`src/rtl/pdpt_pkg.sv`:
```
// ----------------------------------------------------------------------------
// pdpt_pkg: shared types and constants of the delay and pulse timer
// Timer modes, register indexes, the config port layout and the timer flags.
// ----------------------------------------------------------------------------
package pdpt_pkg;

    localparam int CFG_ADDR_W    = 2;
    localparam int CFG_DATA_W    = 16;
    localparam int DEF_COUNT_W   = 16;

    localparam logic [CFG_ADDR_W-1:0] CFG_TIMER_MODE  = 2'd0;
    localparam logic [CFG_ADDR_W-1:0] CFG_DELAY_TICKS = 2'd1;

    typedef enum logic [1:0] {
        MODE_ON_DELAY  = 2'd0,
        MODE_OFF_DELAY = 2'd1,
        MODE_ON_OFF    = 2'd2,
        MODE_PULSE     = 2'd3
    } t_mode;

    typedef struct packed {
        logic prev_level;
        logic running;
        logic on_phase;
        logic off_phase;
    } t_flags;

    typedef struct packed {
        t_mode                 mode;
        logic [CFG_DATA_W-1:0] delay_ticks;
    } t_cfg;

endpackage

```
`src/rtl/pdpt_cfg.sv`:
```
// ----------------------------------------------------------------------------
// pdpt_cfg: configuration registers
// Holds the timer mode and the delay; writes to unknown indexes are dropped.
// ----------------------------------------------------------------------------
module pdpt_cfg
    import pdpt_pkg::*;
(
    input  logic                  i_clk,
    input  logic                  i_rst_n,
    input  logic                  i_cfg_we,
    input  logic [CFG_ADDR_W-1:0] i_cfg_addr,
    input  logic [CFG_DATA_W-1:0] i_cfg_wdata,
    output t_cfg                  o_cfg
);

    t_cfg r_cfg;

    always_ff @(posedge i_clk) begin
        if (!i_rst_n) begin
            r_cfg.mode        <= MODE_ON_DELAY;
            r_cfg.delay_ticks <= '0;
        end else if (i_cfg_we) begin
            case (i_cfg_addr)
                CFG_TIMER_MODE:  r_cfg.mode        <= t_mode'(i_cfg_wdata[1:0]);
                CFG_DELAY_TICKS: r_cfg.delay_ticks <= i_cfg_wdata;
                default: ;
            endcase
        end
    end

    assign o_cfg = r_cfg;

endmodule

```
`src/rtl/pdpt_step.sv`:
```
// ----------------------------------------------------------------------------
// pdpt_step: one tick of the timer
// Next flags, next count and output level from the current state and a tick.
// ----------------------------------------------------------------------------
module pdpt_step
    import pdpt_pkg::*;
#(
    parameter int COUNT_WIDTH = DEF_COUNT_W
) (
    input  t_cfg                    i_cfg,
    input  logic                    i_level,
    input  logic                    i_rst_req,
    input  t_flags                  i_flags,
    input  logic signed [COUNT_WIDTH:0] i_count,
    output t_flags                  o_flags,
    output logic signed [COUNT_WIDTH:0] o_count,
    output logic                    o_level
);

    localparam logic signed [COUNT_WIDTH:0] MINUS_ONE = '1;

    function automatic logic signed [COUNT_WIDTH:0] dec(input logic signed [COUNT_WIDTH:0] c);
        logic signed [COUNT_WIDTH:0] r;
        r = c;
        if (c > MINUS_ONE) begin
            r = c + MINUS_ONE;
        end
        return r;
    endfunction

    logic signed [COUNT_WIDTH:0] w_load;
    assign w_load = $signed({1'b0, COUNT_WIDTH'(i_cfg.delay_ticks)});

    t_flags                      f;
    logic signed [COUNT_WIDTH:0] cnt;
    logic                        sel_on;
    logic                        sel_off;
    logic                        res;

    always_comb begin
        f       = i_flags;
        cnt     = i_count;
        res     = i_level;
        sel_on  = 1'b0;
        sel_off = 1'b0;

        if (i_cfg.mode == MODE_ON_OFF) begin
            if (i_level && !f.prev_level) begin
                f.on_phase  = 1'b1;
                f.off_phase = 1'b0;
                cnt         = w_load;
            end else if (!i_level && f.prev_level) begin
                f.on_phase  = 1'b0;
                f.off_phase = 1'b1;
                cnt         = w_load;
            end
        end

        case (i_cfg.mode)
            MODE_ON_DELAY:  sel_on  = 1'b1;
            MODE_OFF_DELAY: sel_off = 1'b1;
            MODE_ON_OFF: begin
                sel_on  = f.on_phase;
                sel_off = !f.on_phase && f.off_phase;
            end
            default: ;
        endcase

        if (sel_on) begin
            if (!i_level || i_rst_req) begin
                f.running = 1'b0;
            end else if (!f.prev_level) begin
                cnt       = w_load;
                f.running = 1'b1;
            end
            if (f.running) begin
                cnt = dec(cnt);
                if (cnt <= 0) begin
                    res       = 1'b1;
                    f.running = 1'b0;
                end else begin
                    res = 1'b0;
                end
            end else begin
                res = i_level;
            end
            f.prev_level = i_level;
        end else if (sel_off) begin
            if (i_level || i_rst_req) begin
                cnt       = w_load;
                f.running = 1'b0;
            end else if (f.prev_level) begin
                f.running = 1'b1;
            end
            if (f.running) begin
                cnt = dec(cnt);
                if (cnt <= 0) begin
                    res       = 1'b0;
                    f.running = 1'b0;
                end else begin
                    res = 1'b1;
                end
            end else begin
                res = i_level;
            end
            f.prev_level = i_level;
        end else if (i_cfg.mode == MODE_PULSE) begin
            if (i_level && !f.prev_level) begin
                cnt       = w_load;
                f.running = 1'b1;
            end
            if (f.running) begin
                cnt = dec(cnt);
                if (cnt <= 0) begin
                    res       = 1'b0;
                    f.running = 1'b0;
                end else begin
                    res = 1'b1;
                end
            end else begin
                res = 1'b0;
            end
            f.prev_level = i_level;
        end
    end

    assign o_flags = f;
    assign o_count = cnt;
    assign o_level = res;

endmodule

```
`src/rtl/plc_delay_pulse_timer.sv`:
```
// Throughput: one request per cycle while the result side is not stalled; the
// tick step is one pass of compare and decrement logic between the input
// register and the result register.
// Reset: synchronous, active low; clears mode, delay, flags, count and valids.
// ----------------------------------------------------------------------------
// plc_delay_pulse_timer: on-delay, off-delay, on/off-delay and pulse timer
// Tick requests carry level and reset; each yields one output level.
// ----------------------------------------------------------------------------
module plc_delay_pulse_timer
    import pdpt_pkg::*;
#(
    parameter int COUNT_WIDTH = DEF_COUNT_W
) (
    input  logic                  i_clk,
    input  logic                  i_rst_n,
    input  logic                  i_cfg_we,
    input  logic [CFG_ADDR_W-1:0] i_cfg_addr,
    input  logic [CFG_DATA_W-1:0] i_cfg_wdata,
    input  logic                  i_in_valid,
    output logic                  o_in_ready,
    input  logic                  i_level_in,
    input  logic                  i_reset_req,
    output logic                  o_out_valid,
    input  logic                  i_out_ready,
    output logic                  o_level_out
);

    t_cfg w_cfg;

    logic r_in_valid;
    logic r_in_level;
    logic r_in_rst;
    logic r_out_valid;
    logic r_out_level;

    t_flags                      r_flags;
    t_flags                      n_flags;
    logic signed [COUNT_WIDTH:0] r_count;
    logic signed [COUNT_WIDTH:0] n_count;
    logic                        n_level;

    logic w_adv;

    pdpt_cfg u_cfg (
        .i_clk       (i_clk),
        .i_rst_n     (i_rst_n),
        .i_cfg_we    (i_cfg_we),
        .i_cfg_addr  (i_cfg_addr),
        .i_cfg_wdata (i_cfg_wdata),
        .o_cfg       (w_cfg)
    );

    pdpt_step #(
        .COUNT_WIDTH (COUNT_WIDTH)
    ) u_step (
        .i_cfg     (w_cfg),
        .i_level   (r_in_level),
        .i_rst_req (r_in_rst),
        .i_flags   (r_flags),
        .i_count   (r_count),
        .o_flags   (n_flags),
        .o_count   (n_count),
        .o_level   (n_level)
    );

    assign w_adv      = r_in_valid && (!r_out_valid || i_out_ready);
    assign o_in_ready = !r_in_valid || w_adv;

    always_ff @(posedge i_clk) begin
        if (!i_rst_n) begin
            r_in_valid <= 1'b0;
        end else if (o_in_ready) begin
            r_in_valid <= i_in_valid;
        end
    end

    always_ff @(posedge i_clk) begin
        if (o_in_ready && i_in_valid) begin
            r_in_level <= i_level_in;
            r_in_rst   <= i_reset_req;
        end
    end

    always_ff @(posedge i_clk) begin
        if (!i_rst_n) begin
            r_flags     <= '0;
            r_count     <= '0;
            r_out_valid <= 1'b0;
        end else if (w_adv) begin
            r_flags     <= n_flags;
            r_count     <= n_count;
            r_out_valid <= 1'b1;
        end else if (i_out_ready) begin
            r_out_valid <= 1'b0;
        end
    end

    always_ff @(posedge i_clk) begin
        if (w_adv) begin
            r_out_level <= n_level;
        end
    end

    assign o_out_valid = r_out_valid;
    assign o_level_out = r_out_level;

`ifndef SYNTHESIS
    a_count_floor: assert property (@(posedge i_clk) disable iff (!i_rst_n)
        !r_count[COUNT_WIDTH] || (r_count == '1))
        else $error("tick count below floor");

    a_ready_low: assert property (@(posedge i_clk) disable iff (!i_rst_n)
        !o_in_ready |-> (r_in_valid && r_out_valid && !i_out_ready))
        else $error("input stalled without a full pipe");

    a_hold_in: assert property (@(posedge i_clk) disable iff (!i_rst_n)
        (r_in_valid && !w_adv) |=> (r_in_valid && $stable(r_in_level) && $stable(r_in_rst)))
        else $error("held request lost");

    a_out_update: assert property (@(posedge i_clk) disable iff (!i_rst_n)
        (r_out_valid && !i_out_ready) |=> r_out_valid)
        else $error("stalled result dropped");
`endif

endmodule

```
`config.mk`:
```
export PLATFORM = sky130hd
export DESIGN_NAME = plc_delay_pulse_timer
export DESIGN_NICKNAME = d
export VERILOG_FILES = /design/src/rtl/pdpt_pkg.sv /design/src/rtl/pdpt_cfg.sv /design/src/rtl/pdpt_step.sv /design/src/rtl/plc_delay_pulse_timer.sv
export SDC_FILE = /design/constraint.sdc
export NUM_CORES = 1
export LEC_CHECK = 0
export ABC_AREA = 1
export BUFFER_PORTS_ARGS = -buffer_cell sky130_fd_sc_hd__buf_2
export CORE_MARGIN = 2
export CORE_UTILIZATION = 35
export CTS_CLUSTER_DIAMETER = 80
export CTS_CLUSTER_SIZE = 8
export DETAILED_ROUTE_END_ITERATION = 10
export PLACE_DENSITY_LB_ADDON = 0.12
export SYNTH_ARGS = -nofsm -noshare
export SYNTH_HDL_FRONTEND = slang
export SYNTH_HIERARCHICAL = 1
export SYNTH_SLANG_ARGS = --single-unit
```
`constraint.sdc`:
```
create_clock -name i_clk -period 8 [get_ports i_clk]
set_input_delay 0.8 -clock i_clk [delete_from_list [all_inputs] [get_ports i_clk]]
set_output_delay 0.8 -clock i_clk [all_outputs]
set_load 0.03 [all_outputs]
```
=== Word level (Yosys, flattened, before mapping) ===
Index checks and enable logic that the tools add are counted.

* Input port bits: 25
* Output and inout bits: 3
* Register bits: 44
* Logic and storage cells: 110

* Add/subtract/negate cells: 3
* Equality and inequality tests: 4
* Reduce and logical (&&, ||, !) cells: 21
* Multiplexer cells: 64
* Order comparisons: 6

{| class="wikitable"
|+ Operators by type and width
! kind !! count
|-
| two-way mux 17 bit || 31
|-
| adder 17 x 1 -> 17 bit (second input constant) || 3
|-
| greater-than comparator 17 x 1 -> 1 bit (second input constant) || 3
|-
| less-or-equal comparator 17 x 1 -> 1 bit (second input constant) || 3
|-
| two-way mux 1 bit || 25
|-
| two-way mux 2 bit || 6
|-
| AND reduction 2 bit || 3
|-
| logical AND 1 bit || 5
|-
| zero test 1 bit || 5
|-
| equality test 2 x 1 -> 1 bit (second input constant) || 2
|-
| equality test 2 bit (second input constant) || 2
|-
| zero test 2 bit || 2
|-
| logical OR 1 bit || 4
|-
| one-hot mux 1 bit (2 select lines) || 2
|-
| nonzero test 3 bit || 1
|-
| nonzero test 2 bit || 1
|}

=== Longest topological paths before layout ===
Gate-level depths: netlist (run 1).

* Depth in word-level cells: 22
* Gate-level depth with buffers: 30

=== Modules after synthesis ===
Netlist (run 1), hierarchy kept.

{| class="wikitable"
|+ Modules (own cells, without submodules)
! module !! times used !! area each (µm²) !! cells each
|-
| pdpt_step || 1 || 4708.3 || 988
|-
| plc_delay_pulse_timer || 1 || 1158.6 || 153
|-
| pdpt_cfg || 1 || 758.2 || 116
|}

=== Least setup slack after synthesis (run 1) ===
Ideal clock, no wire load.

* Path kind: reg2reg
* From: register u_cfg.r_cfg, in the netlist u_cfg/o_cfg[16]
* To: register r_out_level, in the netlist o_level_out, data pin
* Setup slack: 4.920 ns
* Setup time: 0.253 ns
* Stages on the path, launching flop included: 24
* Buffers on the path: 2
* Data arrival time: 2.827 ns
* Clock period less this slack: 3.080 ns
* Required time: 7.747 ns
* Cell sequence: dfxtp_1 inv_1 ha_1 nand3_2 buf_6 nand3_1 nand3_1 o21ai_2 inv_1 ha_1 or2_2 nor2_1 nand3_2 nand2_2 buf_6 nand2_1 nand2_1 nor2_1 nand2_1 nor2_1 nand2_1 nand3_1 nand2_1 nand2_1

* Word-level cells in the longest chain between the ends: 18
* Elaborated cells on any way between the ends: 50
* Those cells by class: add/sub: 3; order compare: 6; eq/ne: 3; mux: 35; reduce/logical: 3

{| class="wikitable"
|+ RTL lines
! item !! line !! text
|-
| from (decl) || pdpt_cfg.sv:16 || <nowiki>t_cfg r_cfg;</nowiki>
|-
| equality test 2 bit || pdpt_step.sv:47, pdpt_step.sv:59 ||
|-
| two-way mux 17 bit || pdpt_step.sv:47 || <nowiki>if (i_cfg.mode == MODE_ON_OFF) begin</nowiki>
|-
| two-way mux 17 bit || pdpt_step.sv:108 || <nowiki>if (i_level && !f.prev_level) begin</nowiki>
|-
| two-way mux 17 bit || pdpt_step.sv:107 || <nowiki>end else if (i_cfg.mode == MODE_PULSE) begin</nowiki>
|-
| two-way mux 17 bit || pdpt_step.sv:88 || <nowiki>end else if (sel_off) begin</nowiki>
|-
| two-way mux 17 bit || pdpt_step.sv:69 || <nowiki>if (sel_on) begin</nowiki>
|-
| adder 17 x 1 -> 17 bit / greater-than comparator 17 x 1 -> 1 bit (equally long branches) || pdpt_step.sv:26, pdpt_step.sv:25 ||
|-
| two-way mux 17 bit || pdpt_step.sv:25 || <nowiki>if (c > MINUS_ONE) begin</nowiki>
|-
| (+3 left out) || -- ||
|-
| two-way mux 17 bit || pdpt_step.sv:69 ||
|-
| less-or-equal comparator 17 x 1 -> 1 bit || pdpt_step.sv:114 || <nowiki>if (cnt <= 0) begin</nowiki>
|-
| two-way mux 1 bit || pdpt_step.sv:114 ||
|-
| two-way mux 1 bit || pdpt_step.sv:112 || <nowiki>if (f.running) begin</nowiki>
|-
| two-way mux 1 bit || pdpt_step.sv:107 ||
|-
| two-way mux 1 bit || pdpt_step.sv:88 ||
|-
| two-way mux 1 bit (*) || pdpt_step.sv:69 ||
|-
| named net n_level || plc_delay_pulse_timer.sv:40 || <nowiki>logic n_level;</nowiki>
|-
| to (signal assigned) || plc_delay_pulse_timer.sv:100 || <nowiki>r_out_level <= n_level;</nowiki>
|-
| to (decl) || plc_delay_pulse_timer.sv:34 || <nowiki>logic r_out_level;</nowiki>
|}

Mark *: on every way through the listed nets, which the timed path passes. The rest lies on a longest branch. The select of a mux whose other input is x is not followed.
A chain may end at the register's enable or synchronous reset.

=== Worst setup path in the final report (run 1) ===
* From: register r_in_level
* To: register r_count[1]

* Word-level cells in the longest chain between the ends: 19
* Elaborated cells on any way between the ends: 58
* Those cells by class: add/sub: 3; order compare: 3; mux: 45; reduce/logical: 7

{| class="wikitable"
|+ RTL lines
! item !! line !! text
|-
| from (decl) || plc_delay_pulse_timer.sv:31 || <nowiki>logic r_in_level;</nowiki>
|-
| from (signal assigned) || plc_delay_pulse_timer.sv:79 || <nowiki>r_in_level <= i_level_in;</nowiki>
|-
| zero test 1 bit || pdpt_step.sv:52, pdpt_step.sv:70 ||
|-
| logical AND 1 bit || pdpt_step.sv:52 || <nowiki>end else if (!i_level && f.prev_level) begin</nowiki>
|-
| two-way mux 17 bit || pdpt_step.sv:52 ||
|-
| two-way mux 17 bit || pdpt_step.sv:48 || <nowiki>if (i_level && !f.prev_level) begin</nowiki>
|-
| two-way mux 17 bit || pdpt_step.sv:47 ||
|-
| two-way mux 17 bit || pdpt_step.sv:108 ||
|-
| two-way mux 17 bit || pdpt_step.sv:107 ||
|-
| two-way mux 17 bit || pdpt_step.sv:88 ||
|-
| (+4 left out) || -- ||
|-
| two-way mux 17 bit || pdpt_step.sv:107 ||
|-
| two-way mux 17 bit || pdpt_step.sv:88 ||
|-
| two-way mux 17 bit || pdpt_step.sv:69 ||
|-
| two-way mux 17 bit || pdpt_step.sv:112 ||
|-
| two-way mux 17 bit || pdpt_step.sv:107 ||
|-
| two-way mux 17 bit || pdpt_step.sv:88 ||
|-
| two-way mux 17 bit (*) || pdpt_step.sv:69 ||
|-
| named net n_count[1] || plc_delay_pulse_timer.sv:39 || <nowiki>logic signed [COUNT_WIDTH:0] n_count;</nowiki>
|-
| to (signal assigned) || plc_delay_pulse_timer.sv:91 || <nowiki>r_count <= n_count;</nowiki>
|-
| to (decl) || plc_delay_pulse_timer.sv:38 || <nowiki>logic signed [COUNT_WIDTH:0] r_count;</nowiki>
|}

Marked as above.

==> impl_metrics.prom, run 1 <==
# TYPE chip_impl_metric gauge
chip_impl_metric{name="numCtsBuffers",unit=""} 5
chip_impl_info{name="ys_top_cells_by_area",value="sky130_fd_sc_hd__nand2_1 (24%), sky130_fd_sc_hd__dfxtp_1 (12%), sky130_fd_sc_hd__nand3_1 (11%), sky130_fd_sc_hd__nor2_1 (9.9%), sky130_fd_sc_hd__inv_1 (7.3%)"} 1
chip_impl_info{name="clock_tree.root_cell",value="sky130_fd_sc_hd__clkbuf_16"} 1
chip_impl_metric{name="slew-limit-headroom",unit=""} 0.254
chip_impl_metric{name="critical_path_maximum_fanout",unit=""} 30
chip_impl_metric{name="ys_seq_elements",unit=""} 44
chip_impl_metric{name="r2r_cells",unit=""} 13
chip_impl_metric{name="period_needed",unit="ns"} 4.97
chip_impl_info{name="worst_path_max_delay_cell",value="sky130_fd_sc_hd__a21oi_1"} 1
chip_impl_metric{name="synth-async-reset-ratio",unit=""} 0
chip_impl_metric{name="vias",unit=""} 7921
chip_impl_info{name="timing.rr.start",value="r_in_level"} 1
chip_impl_metric{name="max_capacitance_violation_count",unit=""} 0
chip_impl_metric{name="route.met3.wl",unit="mm"} 1.57
chip_impl_metric{name="place_worst_setup_slack",unit="ns"} 3.29
chip_impl_metric{name="drt_wl_total",unit="mm"} 25.6
chip_impl_metric{name="route.detailed.vias_per_inst",unit=""} 5.37
chip_impl_metric{name="timing.final.setup_violations",unit=""} 0
chip_impl_info{name="hp-start",value="r_count[5]"} 1
chip_impl_info{name="worst_hold_path_type",value="reg2reg"} 1
chip_impl_metric{name="route.detailed.drc",unit=""} 0
chip_impl_metric{name="core_area",unit="sq um"} 18600
chip_impl_metric{name="gp_congestion",unit=""} 0.938
chip_impl_metric{name="setup_tns",unit="ns"} 0
chip_impl_info{name="critPathMostFrequentCell",value="sky130_fd_sc_hd__o21ai_0"} 1
chip_impl_metric{name="drtAntennaViolNets",unit=""} 0
chip_impl_metric{name="leakage",unit="nW"} 3.56
chip_impl_metric{name="cts.htree.levels",unit=""} 2
chip_impl_info{name="rsz0062_at_grt",value="false"} 1
chip_impl_metric{name="drt_iter0_markers",unit=""} 628
chip_impl_metric{name="worst-path-buf-inv",unit=""} 4
chip_impl_metric{name="setup_slack",unit="ns"} 3.03
chip_impl_metric{name="largest_net_degree_at_the_start_of_global_routing",unit=""} 44
chip_impl_metric{name="ys_seq_area_frac",unit=""} 0.137
chip_impl_metric{name="initial_antenna_violation_count",unit=""} 0
chip_impl_metric{name="nets",unit=""} 1275
chip_impl_info{name="synthTopCellsByCount",value="sky130_fd_sc_hd__nand2_1 (421), sky130_fd_sc_hd__nor2_1 (175), sky130_fd_sc_hd__nand3_1 (151)"} 1
chip_impl_metric{name="report.final.slew_viol_count",unit=""} 0
chip_impl_metric{name="ff2ff_setup_slack",unit="ns"} 3.03
chip_impl_info{name="outcome",value="completed"} 1
chip_impl_metric{name="clkSinkCount",unit=""} 44
chip_impl_info{name="dominant_delay_contributor_by_cell_family_on_the_critical_path",value="compound AO/OA/AOI/OAI gates"} 1
chip_impl_metric{name="cts_post_setup_buffers_inserted",unit=""} 0
chip_impl_metric{name="syn-num-nets",unit=""} 1292
chip_impl_metric{name="clk_buf_depth",unit=""} 2
chip_impl_metric{name="drtPass1Iterations",unit=""} 6
chip_impl_metric{name="hold_violations",unit=""} 0
chip_impl_metric{name="wl_met1",unit="mm"} 11.8
chip_impl_metric{name="tightest_slew",unit="ns"} 1.12
chip_impl_metric{name="die_area",unit="sq um"} 20000
chip_impl_metric{name="final_min_period_over_clock_period",unit=""} 0.621
chip_impl_info{name="cp-end-kind",value="flop"} 1
chip_impl_metric{name="synth_area",unit="sq um"} 6630
chip_impl_metric{name="non_filler_cells_final",unit=""} 1475
chip_impl_info{name="synthFlopType",value="sky130_fd_sc_hd__dfxtp_1"} 1
chip_impl_metric{name="finish.utilization",unit=""} 0.368
chip_impl_info{name="worst-setup-path-type",value="reg2reg"} 1
chip_impl_info{name="synth.most_common_cell",value="sky130_fd_sc_hd__nand2_1"} 1
chip_impl_metric{name="grt_pass1_wl",unit="mm"} 40.5
chip_impl_metric{name="edff_count_synth",unit=""} 3
chip_impl_info{name="cts_tree",value="built"} 1
chip_impl_metric{name="die-width",unit="um"} 142
chip_impl_metric{name="synth_cell_type_count",unit=""} 49
chip_impl_metric{name="route.met2.wl",unit="mm"} 11.2
chip_impl_info{name="highest-signal-layer",value="met4"} 1
chip_impl_metric{name="post-layout-total-power",unit="W"} 0.000972
chip_impl_metric{name="die_height",unit="um"} 142
chip_impl_metric{name="layout_cells_sized_above_1",unit=""} 0.0854
chip_impl_info{name="worstPathCellList",value="nor2_2 -> buf_4 -> clkinv_1 -> a21oi_1 -> inv_1 -> o21ai_0 -> o21ai_0 -> nand2_1 -> o21ai_0 -> inv_1 -> nand3_1 -> nand2_1 -> nor2_1"} 1
chip_impl_metric{name="vdd_drop_max",unit="V"} 0.000123
chip_impl_metric{name="starting_utilization_of_the_core_area",unit=""} 0.355
chip_impl_metric{name="routedWlPerCell",unit="um"} 17.3
chip_impl_metric{name="cts-hold-fix-buffers",unit=""} 0
chip_impl_metric{name="p_per_area",unit="nW/um^2"} 142
chip_impl_metric{name="flow.area_growth_from_synthesis",unit="%"} 3.51
chip_impl_info{name="yosysTopAreaCell",value="sky130_fd_sc_hd__nand2_1"} 1
chip_impl_metric{name="netlist.area_leader.share",unit=""} 0.239
chip_impl_metric{name="crit_arrival",unit="ns"} 5.17
chip_impl_metric{name="grt_overflow_total",unit=""} 0
chip_impl_metric{name="hold_path_depth",unit=""} 2
chip_impl_metric{name="yosys_warnings",unit=""} 6
chip_impl_metric{name="syn-mean-instance-area",unit="sq um"} 5.27
chip_impl_metric{name="cells_after_dpl",unit=""} 1467
chip_impl_metric{name="clkLatencyLatePin",unit="ns"} 0.31
chip_impl_metric{name="synthCells",unit=""} 1257
chip_impl_metric{name="antenna-diode-count",unit=""} 0
chip_impl_metric{name="cts_resized",unit=""} 0
chip_impl_metric{name="port_buffers",unit=""} 27
chip_impl_metric{name="core.rowCount",unit=""} 50
chip_impl_metric{name="timing.fmax",unit="MHz"} 201
chip_impl_metric{name="grt_util_all_layers",unit=""} 0.260
chip_impl_metric{name="clock_pin_transition_on_the_worst_setup_and_hold_timing_paths",unit="ns"} 0.07
chip_impl_metric{name="fin_worst_skew",unit="ns"} 0.00645
chip_impl_metric{name="floorplan.io_pins",unit=""} 28
chip_impl_metric{name="detail_placement_hpwl",unit="mm"} 19.2
chip_impl_metric{name="critical-path-max-stage-delay",unit="ns"} 1.20
chip_impl_info{name="worst_setup_path_start_kind",value="flop"} 1
chip_impl_info{name="hold_path_end",value="r_count[5]"} 1
chip_impl_metric{name="critPathRequiredTime",unit="ns"} 8.20
chip_impl_metric{name="grt_pass1_vias",unit=""} 7099
chip_impl_info{name="r2r_end",value="r_count[1]"} 1
==> kinds of logic after synthesis <==
group | Yosys count | synth area share
AND/OR/NAND/NOR | 814 | 0.531
buffers and inverters | 195 | 0.137
AO/OA/AOI/OAI | 173 | 0.148
flip-flops | 44 | 0.137
XOR/XNOR | 21 | 0.0278
adder cells (fa/ha/maj) | 10 | 0.0189
==> tightest hold or removal path, stage by stage, from the launching register on <==
cell	delay, ns
sky130_fd_sc_hd__dfxtp_1	0.33
sky130_fd_sc_hd__a21oi_1	0.04
sky130_fd_sc_hd__nor2_1	0.09
==> per-stage QoR <==
| step | cell area [sq um] | hold slack, ns |
|---|---|---|
| after floorplan | 6630 | 0.443 |
| after global placement | 6720 | 0.471 |
| after detailed placement | 6720 | 0.472 |
| after CTS | 6860 | 0.490 |
| after global routing | 6860 | 0.526 |
| final | 6860 | 0.490 |
==> how the worst max path moves through the flow <==
| stage | start | to | depth (start not counted) |
|---|---|---|---|
| 6_report | r_in_level | r_count[1] | 13 |
| 3_5_place_dp | r_in_level | r_count[1] | 13 |
| 5_1_grt | r_in_level | r_count[1] | 13 |
| 3_3_place_gp | r_in_level | r_count[1] | 13 |
| 2_1_floorplan | u_cfg/o_cfg[16] | o_level_out | 23 |
| 4_1_cts | r_in_level | r_count[1] | 13 |
==> flip-flops by register name, indices dropped and copies added (netlist names) <==
name / cells
o_level_out: 1
r_in_level: 1
r_flags: 4
r_in_valid: 1
o_out_valid: 1
r_count: 17
r_in_rst: 1
u_cfg/o_cfg: 18
==> power breakdown <==
part / internal, W / switching [W] / leakage, nW
combinational: 0.000149 / 0.000352 / 3.13
clock: 0.000116 / 0.000101 / 0.0669
sequential: 0.000236 / 0.0000185 / 0.366
==> layer usage <==
layer,GRT usage,vias to the layer above
li1,-,3986
met1,0.359,3595
met2,0.411,289
met3,0.0371,51
met4,0.0968,0
met5,0,-
==> cell type report <==
| type | count | area [sq um] |
|---|---|---|
| fillers | 2200 | 11800 |
| multi-input cells | 1018 | 4810 |
| flip-flops and latches | 44 | 911 |
| inverters | 137 | 514 |
| well taps | 234 | 293 |
| repair buffers | 34 | 188 |
| clock buffers | 6 | 129 |
| clock inverters | 2 | 12.5 |
==> placed cells by master (no fill, tap or decap), types with 2 or more instances in the layout <==
cell	count
sky130_fd_sc_hd__nand2_1	421
sky130_fd_sc_hd__nor2_1	174
sky130_fd_sc_hd__nand3_1	151
sky130_fd_sc_hd__inv_1	128
sky130_fd_sc_hd__o21ai_0	72
sky130_fd_sc_hd__a21oi_1	54
sky130_fd_sc_hd__dfxtp_1	41
sky130_fd_sc_hd__buf_2	27
sky130_fd_sc_hd__xor2_1	18
sky130_fd_sc_hd__o21ai_2	13
sky130_fd_sc_hd__nand4_1	12
sky130_fd_sc_hd__nand2_2	11
sky130_fd_sc_hd__o21ai_1	11
sky130_fd_sc_hd__ha_1	10
sky130_fd_sc_hd__inv_2	8
sky130_fd_sc_hd__nand3_2	8
sky130_fd_sc_hd__nor2_2	8
sky130_fd_sc_hd__buf_4	7
sky130_fd_sc_hd__nand3b_1	6
sky130_fd_sc_hd__nand2_4	5
sky130_fd_sc_hd__clkbuf_16	5
sky130_fd_sc_hd__nor3_1	5
sky130_fd_sc_hd__or2_2	4
sky130_fd_sc_hd__o211ai_1	4
sky130_fd_sc_hd__o32ai_1	4
sky130_fd_sc_hd__edfxtp_1	3
sky130_fd_sc_hd__xnor2_1	3
sky130_fd_sc_hd__nand3_4	2
sky130_fd_sc_hd__nor4_1	2
sky130_fd_sc_hd__a31oi_1	2
sky130_fd_sc_hd__a211oi_1	2
sky130_fd_sc_hd__o31ai_1	2
Note: power is estimated with default switching activity, not from simulation.
==> inputs of run 2 (changes only) <==
Clock period 8 ns to 4.4 ns, I/O delays scaled along.
==> impl_metrics.prom, run 2 (same netlist as run 1, synthesis figures left out) <==
# TYPE chip_impl_metric gauge
chip_impl_info{name="clock_tree.root_cell",value="sky130_fd_sc_hd__clkbuf_16"} 1
chip_impl_metric{name="vias",unit=""} 7999
chip_impl_metric{name="timing.final.setup_violations",unit=""} 0
chip_impl_metric{name="drtPass1Iterations",unit=""} 7
chip_impl_metric{name="final.fill_count",unit=""} 2192
chip_impl_metric{name="core.rowCount",unit=""} 50
chip_impl_metric{name="grt_util_all_layers",unit=""} 0.259
chip_impl_info{name="timing.rr.start",value="u_cfg/o_cfg[16]"} 1
chip_impl_metric{name="grt_pass1_wl",unit="mm"} 40.7
chip_impl_metric{name="period_needed",unit="ns"} 3.94
chip_impl_metric{name="numCtsBuffers",unit=""} 5
chip_impl_metric{name="gp_congestion",unit=""} 1.01
chip_impl_info{name="hold_path_end",value="r_in_level"} 1
chip_impl_info{name="worst-setup-path-type",value="reg2reg"} 1
chip_impl_metric{name="cts.htree.levels",unit=""} 2
chip_impl_metric{name="slew-limit-headroom",unit=""} 0.405
chip_impl_metric{name="die_area",unit="sq um"} 20000
chip_impl_metric{name="clk_buf_depth",unit=""} 2
chip_impl_metric{name="r2r_cells",unit=""} 27
chip_impl_metric{name="largest_net_degree_at_the_start_of_global_routing",unit=""} 45
chip_impl_info{name="cts_tree",value="built"} 1
chip_impl_metric{name="core_area",unit="sq um"} 18600
chip_impl_metric{name="ff2ff_setup_slack",unit="ns"} 0.46
chip_impl_metric{name="layout_cells_sized_above_1",unit=""} 0.0979
chip_impl_metric{name="grt_pass1_vias",unit=""} 7413
chip_impl_metric{name="hold_path_depth",unit=""} 1
chip_impl_metric{name="grt_overflow_total",unit=""} 0
chip_impl_metric{name="setup_tns",unit="ns"} 0
chip_impl_metric{name="die_height",unit="um"} 142
chip_impl_metric{name="fin_worst_skew",unit="ns"} 0.00841
chip_impl_metric{name="antenna-diode-count",unit=""} 0
chip_impl_info{name="r2r_end",value="r_flags[2]"} 1
chip_impl_metric{name="hold_violations",unit=""} 0
chip_impl_metric{name="drt_iter0_markers",unit=""} 778
chip_impl_metric{name="leakage",unit="nW"} 3.67
chip_impl_metric{name="flow.area_growth_from_synthesis",unit="%"} 6.31
chip_impl_metric{name="drt_wl_total",unit="mm"} 25.7
chip_impl_metric{name="critical_path_maximum_fanout",unit=""} 24
chip_impl_metric{name="routedWlPerCell",unit="um"} 17.2
chip_impl_info{name="worst_hold_path_type",value="in2reg"} 1
chip_impl_metric{name="clkLatencyLatePin",unit="ns"} 0.30
chip_impl_info{name="outcome",value="completed"} 1
chip_impl_metric{name="p_per_area",unit="nW/um^2"} 273
chip_impl_metric{name="crit_arrival",unit="ns"} 4.13
chip_impl_metric{name="max_capacitance_violation_count",unit=""} 0
chip_impl_metric{name="tightest_slew",unit="ns"} 0.891
chip_impl_metric{name="critical-path-max-stage-delay",unit="ns"} 0.38
chip_impl_metric{name="floorplan.io_pins",unit=""} 28
chip_impl_info{name="rsz0062_at_grt",value="false"} 1
chip_impl_metric{name="fin_area",unit="sq um"} 7040
chip_impl_info{name="worst_setup_path_start_kind",value="flop"} 1
chip_impl_metric{name="initial_antenna_violation_count",unit=""} 1
chip_impl_metric{name="port_buffers",unit=""} 27
chip_impl_metric{name="largest_register_ffs",unit=""} 18
chip_impl_metric{name="dpl_cell_area",unit="sq um"} 6830
chip_impl_metric{name="tightest_hold_margin",unit="ns"} 0.319
chip_impl_info{name="final_cell_mix",value="sky130_fd_sc_hd__nand2_1 (421), sky130_fd_sc_hd__nor2_1 (174), sky130_fd_sc_hd__nand3_1 (151), sky130_fd_sc_hd__inv_1 (128), sky130_fd_sc_hd__o21ai_0 (71)"} 1
chip_impl_info{name="hp-start",value="i_level_in"} 1
chip_impl_metric{name="nets",unit=""} 1290
chip_impl_metric{name="report.final.slew_viol_count",unit=""} 0
chip_impl_info{name="critPathMostFrequentCell",value="sky130_fd_sc_hd__nand2_1"} 1
chip_impl_info{name="worst_path_max_delay_cell",value="sky130_fd_sc_hd__dfxtp_1"} 1
chip_impl_metric{name="clock_pin_transition_on_the_worst_setup_and_hold_timing_paths",unit="ns"} 0.07
chip_impl_metric{name="clkSinkCount",unit=""} 44
chip_impl_info{name="cp-end-kind",value="flop"} 1
chip_impl_metric{name="die-width",unit="um"} 142
chip_impl_metric{name="drtAntennaViolNets",unit=""} 0
chip_impl_metric{name="vdd_drop_max",unit="V"} 0.000151
chip_impl_metric{name="critPathRequiredTime",unit="ns"} 4.59
chip_impl_metric{name="post-layout-total-power",unit="W"} 0.00192
chip_impl_metric{name="timing.fmax",unit="MHz"} 254
chip_impl_metric{name="route.detailed.vias_per_inst",unit=""} 5.37
chip_impl_info{name="layout.cells.most_common",value="sky130_fd_sc_hd__nand2_1"} 1
chip_impl_metric{name="final_min_period_over_clock_period",unit=""} 0.896
chip_impl_metric{name="route.detailed.drc",unit=""} 0
chip_impl_metric{name="starting_utilization_of_the_core_area",unit=""} 0.355
chip_impl_metric{name="detail_placement_hpwl",unit="mm"} 20.0
[run 2: changes by cell type in the layout (fill, tap and decap cells not counted), sizes merged]
cell / change
buf: +15
bufinv: +2
clkinv: -1
clkinvlp: -1
[run 2: layer usage]
metal,track usage,vias up,part of all wire,routed length (um)
met3,0.0459,63,0.077,1980
met5,0,-,0.00039,10
met2,0.412,290,0.43,11100
met1,0.350,3630,0.45,11600
met4,0.101,2,0.039,989
li1,-,4014,-,-
[run 2: how the worst max path moves through the flow]
stage | start | endpoint | slack [ns]
detailed placement | u_cfg/o_cfg[16] | r_count[15] | 0.33
CTS | u_cfg/o_cfg[16] | r_count[15] | 0.31
floorplan | u_cfg/o_cfg[16] | o_level_out | 1.32
global route | u_cfg/o_cfg[16] | r_flags[2] | 0.04
global placement | u_cfg/o_cfg[16] | r_count[15] | 0.33
finish | u_cfg/o_cfg[16] | r_flags[2] | 0.46
[run 2: through the flow]
| stage | utilization | worst slack, ns | cells |
|---|---|---|---|
| finish | 0.378 | 0.459 | 1490 |
| global placement | 0.366 | 0.335 | 1482 |
| global route | 0.378 | 0.0426 | 1490 |
| CTS | 0.378 | 0.307 | 1490 |
| floorplan | - | 1.32 | 1257 |
| detailed placement | 0.366 | 0.332 | 1482 |
[run 2: repair_timing]
| item | 4_1_cts | 5_1_grt |
|---|---|---|
| resized for setup | 0 | 2 |
| setup endpoints to repair | 0 | 10 |
| hold buffers | 0 | 0 |
| setup buffers | 0 | 0 |
[run 2: final cells by class]
class	count	area (sq um)	area share
clock buffer	6	150	0.0213
sequential	44	911	0.129
clock inverter	2	60.1	0.00853
timing repair buffer	49	300	0.0426
multi-input combinational	1018	4810	0.684
tap	234	293	0.0416
inverter	137	514	0.0730
[run 2: critical path, delay by kind of cell (launching register included)]
kind                       cells  cell delay, ns
and+or+nand+nor               18            2.34
adders and majority gates      2            0.48
DFF                            1            0.38
AOI/OAI and AO/OA              2            0.26
buffers and inverters          5            0.35
[run 2: where the power goes]
part	leakage (nW)	total (W)	switching [W]	internal, W
Sequential	0.366	0.000461	0.0000322	0.000429
Clock	0.102	0.000535	0.000175	0.000360
Combinational	3.20	0.000924	0.000644	0.000279
Total	3.67	0.00192	0.000852	0.00107
==> inputs of run 3 (changes only) <==
Settings changed: CAP_MARGIN set to 20, CTS_BUF_LIST set to sky130_fd_sc_hd__clkbuf_2.
==> impl_metrics.prom, run 3 (same netlist as run 1, synthesis figures left out) <==
# TYPE chip_impl_metric gauge
chip_impl_metric{name="cts.htree.levels",unit=""} 2
chip_impl_metric{name="cts_post_setup_buffers_inserted",unit=""} 0
chip_impl_metric{name="leakage",unit="nW"} 3.63
chip_impl_metric{name="critical_path_maximum_fanout",unit=""} 24
chip_impl_metric{name="largest_net_degree_at_the_start_of_global_routing",unit=""} 45
chip_impl_metric{name="drt_iter0_markers",unit=""} 767
chip_impl_metric{name="fin_worst_skew",unit="ns"} 0.0370
chip_impl_metric{name="vdd_drop_max",unit="V"} 0.000159
chip_impl_metric{name="drtAntennaViolNets",unit=""} 0
chip_impl_info{name="worst-setup-path-type",value="reg2reg"} 1
chip_impl_metric{name="max_capacitance_violation_count",unit=""} 0
chip_impl_metric{name="setup_tns",unit="ns"} 0
chip_impl_metric{name="clock_pin_transition_on_the_worst_setup_and_hold_timing_paths",unit="ns"} 0.25
chip_impl_info{name="final_cell_mix",value="sky130_fd_sc_hd__nand2_1 (421), sky130_fd_sc_hd__nor2_1 (174), sky130_fd_sc_hd__nand3_1 (151), sky130_fd_sc_hd__inv_1 (128), sky130_fd_sc_hd__o21ai_0 (71)"} 1
chip_impl_metric{name="grt_overflow_total",unit=""} 0
chip_impl_metric{name="area.sequential",unit="sq um"} 911
chip_impl_info{name="clock_tree.root_cell",value="sky130_fd_sc_hd__clkbuf_2"} 1
chip_impl_metric{name="grt_util_all_layers",unit=""} 0.259
chip_impl_metric{name="crit_arrival",unit="ns"} 4.27
chip_impl_metric{name="tightest_hold_margin",unit="ns"} 0.168
chip_impl_metric{name="flow.area_growth_from_synthesis",unit="%"} 5.16
chip_impl_metric{name="timing.fmax",unit="MHz"} 255
chip_impl_info{name="outcome",value="completed"} 1
chip_impl_metric{name="slew-limit-headroom",unit=""} 0.391
chip_impl_metric{name="core_area",unit="sq um"} 18600
chip_impl_metric{name="nets",unit=""} 1290
chip_impl_metric{name="hold_violations",unit=""} 0
chip_impl_metric{name="route.detailed.vias_per_inst",unit=""} 5.34
chip_impl_metric{name="final.fill_count",unit=""} 2201
chip_impl_metric{name="gp_congestion",unit=""} 1.01
chip_impl_metric{name="clkSinkCount",unit=""} 44
chip_impl_metric{name="final_min_period_over_clock_period",unit=""} 0.891
chip_impl_metric{name="starting_utilization_of_the_core_area",unit=""} 0.355
chip_impl_info{name="rsz0062_at_grt",value="false"} 1
chip_impl_info{name="critPathMostFrequentCell",value="sky130_fd_sc_hd__nand2_1"} 1
chip_impl_metric{name="critical-path-max-stage-delay",unit="ns"} 0.43
chip_impl_metric{name="setup_slack",unit="ns"} 0.481
chip_impl_metric{name="vias",unit=""} 7957
chip_impl_metric{name="grt_pass1_wl",unit="mm"} 40.6
chip_impl_info{name="worst_path_max_delay_cell",value="sky130_fd_sc_hd__dfxtp_1"} 1
chip_impl_metric{name="die-width",unit="um"} 142
chip_impl_metric{name="tightest_slew",unit="ns"} 0.913
chip_impl_info{name="worst_setup_path_start_kind",value="flop"} 1
chip_impl_metric{name="post-layout-total-power",unit="W"} 0.00175
chip_impl_metric{name="period_needed",unit="ns"} 3.92
chip_impl_metric{name="die_area",unit="sq um"} 20000
chip_impl_metric{name="timing.final.setup_violations",unit=""} 0
chip_impl_metric{name="cts-hold-fix-buffers",unit=""} 0
chip_impl_metric{name="port_buffers",unit=""} 27
chip_impl_metric{name="detail_placement_hpwl",unit="mm"} 20.0
chip_impl_info{name="layout.cells.most_common",value="sky130_fd_sc_hd__nand2_1"} 1
chip_impl_metric{name="place_worst_setup_slack",unit="ns"} 0.332
chip_impl_metric{name="initial_antenna_violation_count",unit=""} 2
chip_impl_metric{name="route.detailed.drc",unit=""} 0
chip_impl_metric{name="largest_register_ffs",unit=""} 18
chip_impl_metric{name="die_height",unit="um"} 142
chip_impl_metric{name="finish.utilization",unit=""} 0.374
chip_impl_metric{name="drt_wl_total",unit="mm"} 25.6
chip_impl_metric{name="critPathRequiredTime",unit="ns"} 4.75
chip_impl_metric{name="numCtsBuffers",unit=""} 5
chip_impl_metric{name="grt_pass1_vias",unit=""} 7398
chip_impl_metric{name="report.final.slew_viol_count",unit=""} 0
chip_impl_info{name="cts_tree",value="built"} 1
chip_impl_metric{name="floorplan.io_pins",unit=""} 28
chip_impl_metric{name="layout_cells_sized_above_1",unit=""} 0.0979
chip_impl_metric{name="drtPass1Iterations",unit=""} 6
chip_impl_metric{name="routedWlPerCell",unit="um"} 17.2
chip_impl_info{name="worst_hold_path_type",value="in2reg"} 1
chip_impl_metric{name="combined_area_of_the_multi_input_logic_cells",unit="sq um"} 4830
chip_impl_metric{name="clkLatencyLatePin",unit="ns"} 0.46
chip_impl_metric{name="p_per_area",unit="nW/um^2"} 251
chip_impl_metric{name="core.rowCount",unit=""} 50
chip_impl_metric{name="clk_buf_depth",unit=""} 2
chip_impl_info{name="cp-end-kind",value="flop"} 1
run 3: cell count changes in the layout (fill, tap and decap cells not counted):
cell / change
sky130_fd_sc_hd__nand2_8: +1
sky130_fd_sc_hd__diode_2: +1
sky130_fd_sc_hd__nand3_2: -1
sky130_fd_sc_hd__nand2_4: -1
sky130_fd_sc_hd__clkbuf_2: +5
sky130_fd_sc_hd__clkbuf_16: -6
sky130_fd_sc_hd__nand3_4: +1
sky130_fd_sc_hd__bufinv_16: +1
run 3: through the flow:
stage                     std cells  instance area [sq um]
after floorplan                1257                   6630
after global placement         1482                   6830
after detailed placement       1482                   6830
after CTS                      1490                   6940
after global routing           1491                   6970
final                          1491                   6970
run 3: layout make-up:
class                      count  share of cell area
antenna                        1            0.000359
multi-input combinational   1018               0.693
timing repair buffer          49              0.0431
clock inverter                 3              0.0129
inverter                     137              0.0738
tap                          234              0.0420
sequential                    44               0.131
clock buffer                   5             0.00359
run 3: power breakdown:
part	leakage (nW)	internal (W)	switching, W
Sequential	0.366	0.000430	0.0000327
Combinational	3.20	0.000279	0.000645
Clock	0.0632	0.000209	0.000152
run 3: metal layers:
layer | up-vias | share of wire | GRT usage
li1 | 4015 | - | -
met5 | - | 0.00043 | 0
met4 | 2 | 0.038 | 0.103
met1 | 3625 | 0.45 | 0.350
met2 | 261 | 0.44 | 0.410
met3 | 54 | 0.072 | 0.0445
run 3: path summary, 6_finish.rpt:
| path | start | to | slack, ns | cells after the start |
|---|---|---|---|---|
| worst max register to register | u_cfg/o_cfg[16] | r_flags[2] | 0.48 | 27 |
| worst min-delay path | i_level_in | r_in_level | 0.17 | 1 |
| worst max-delay path | u_cfg/o_cfg[16] | r_flags[2] | 0.48 | 27 |
| worst min register to register | r_flags[0] | r_flags[0] | 0.51 | 2 |
run 3: worst max-delay path: cells and delay by family, from the launching register on:
family	cells	cell delay, ns
AND/OR/NAND/NOR	21	2.63
adder cells (fa/ha/maj)	2	0.48
flip-flops	1	0.43
buffers and inverters	4	0.28
run 3: what timing repair did:
item                                    4_1_cts  5_1_grt
endpoints found under the hold margin         0        0
gates resized for setup                       0        4
endpoints found under the setup margin        0       14
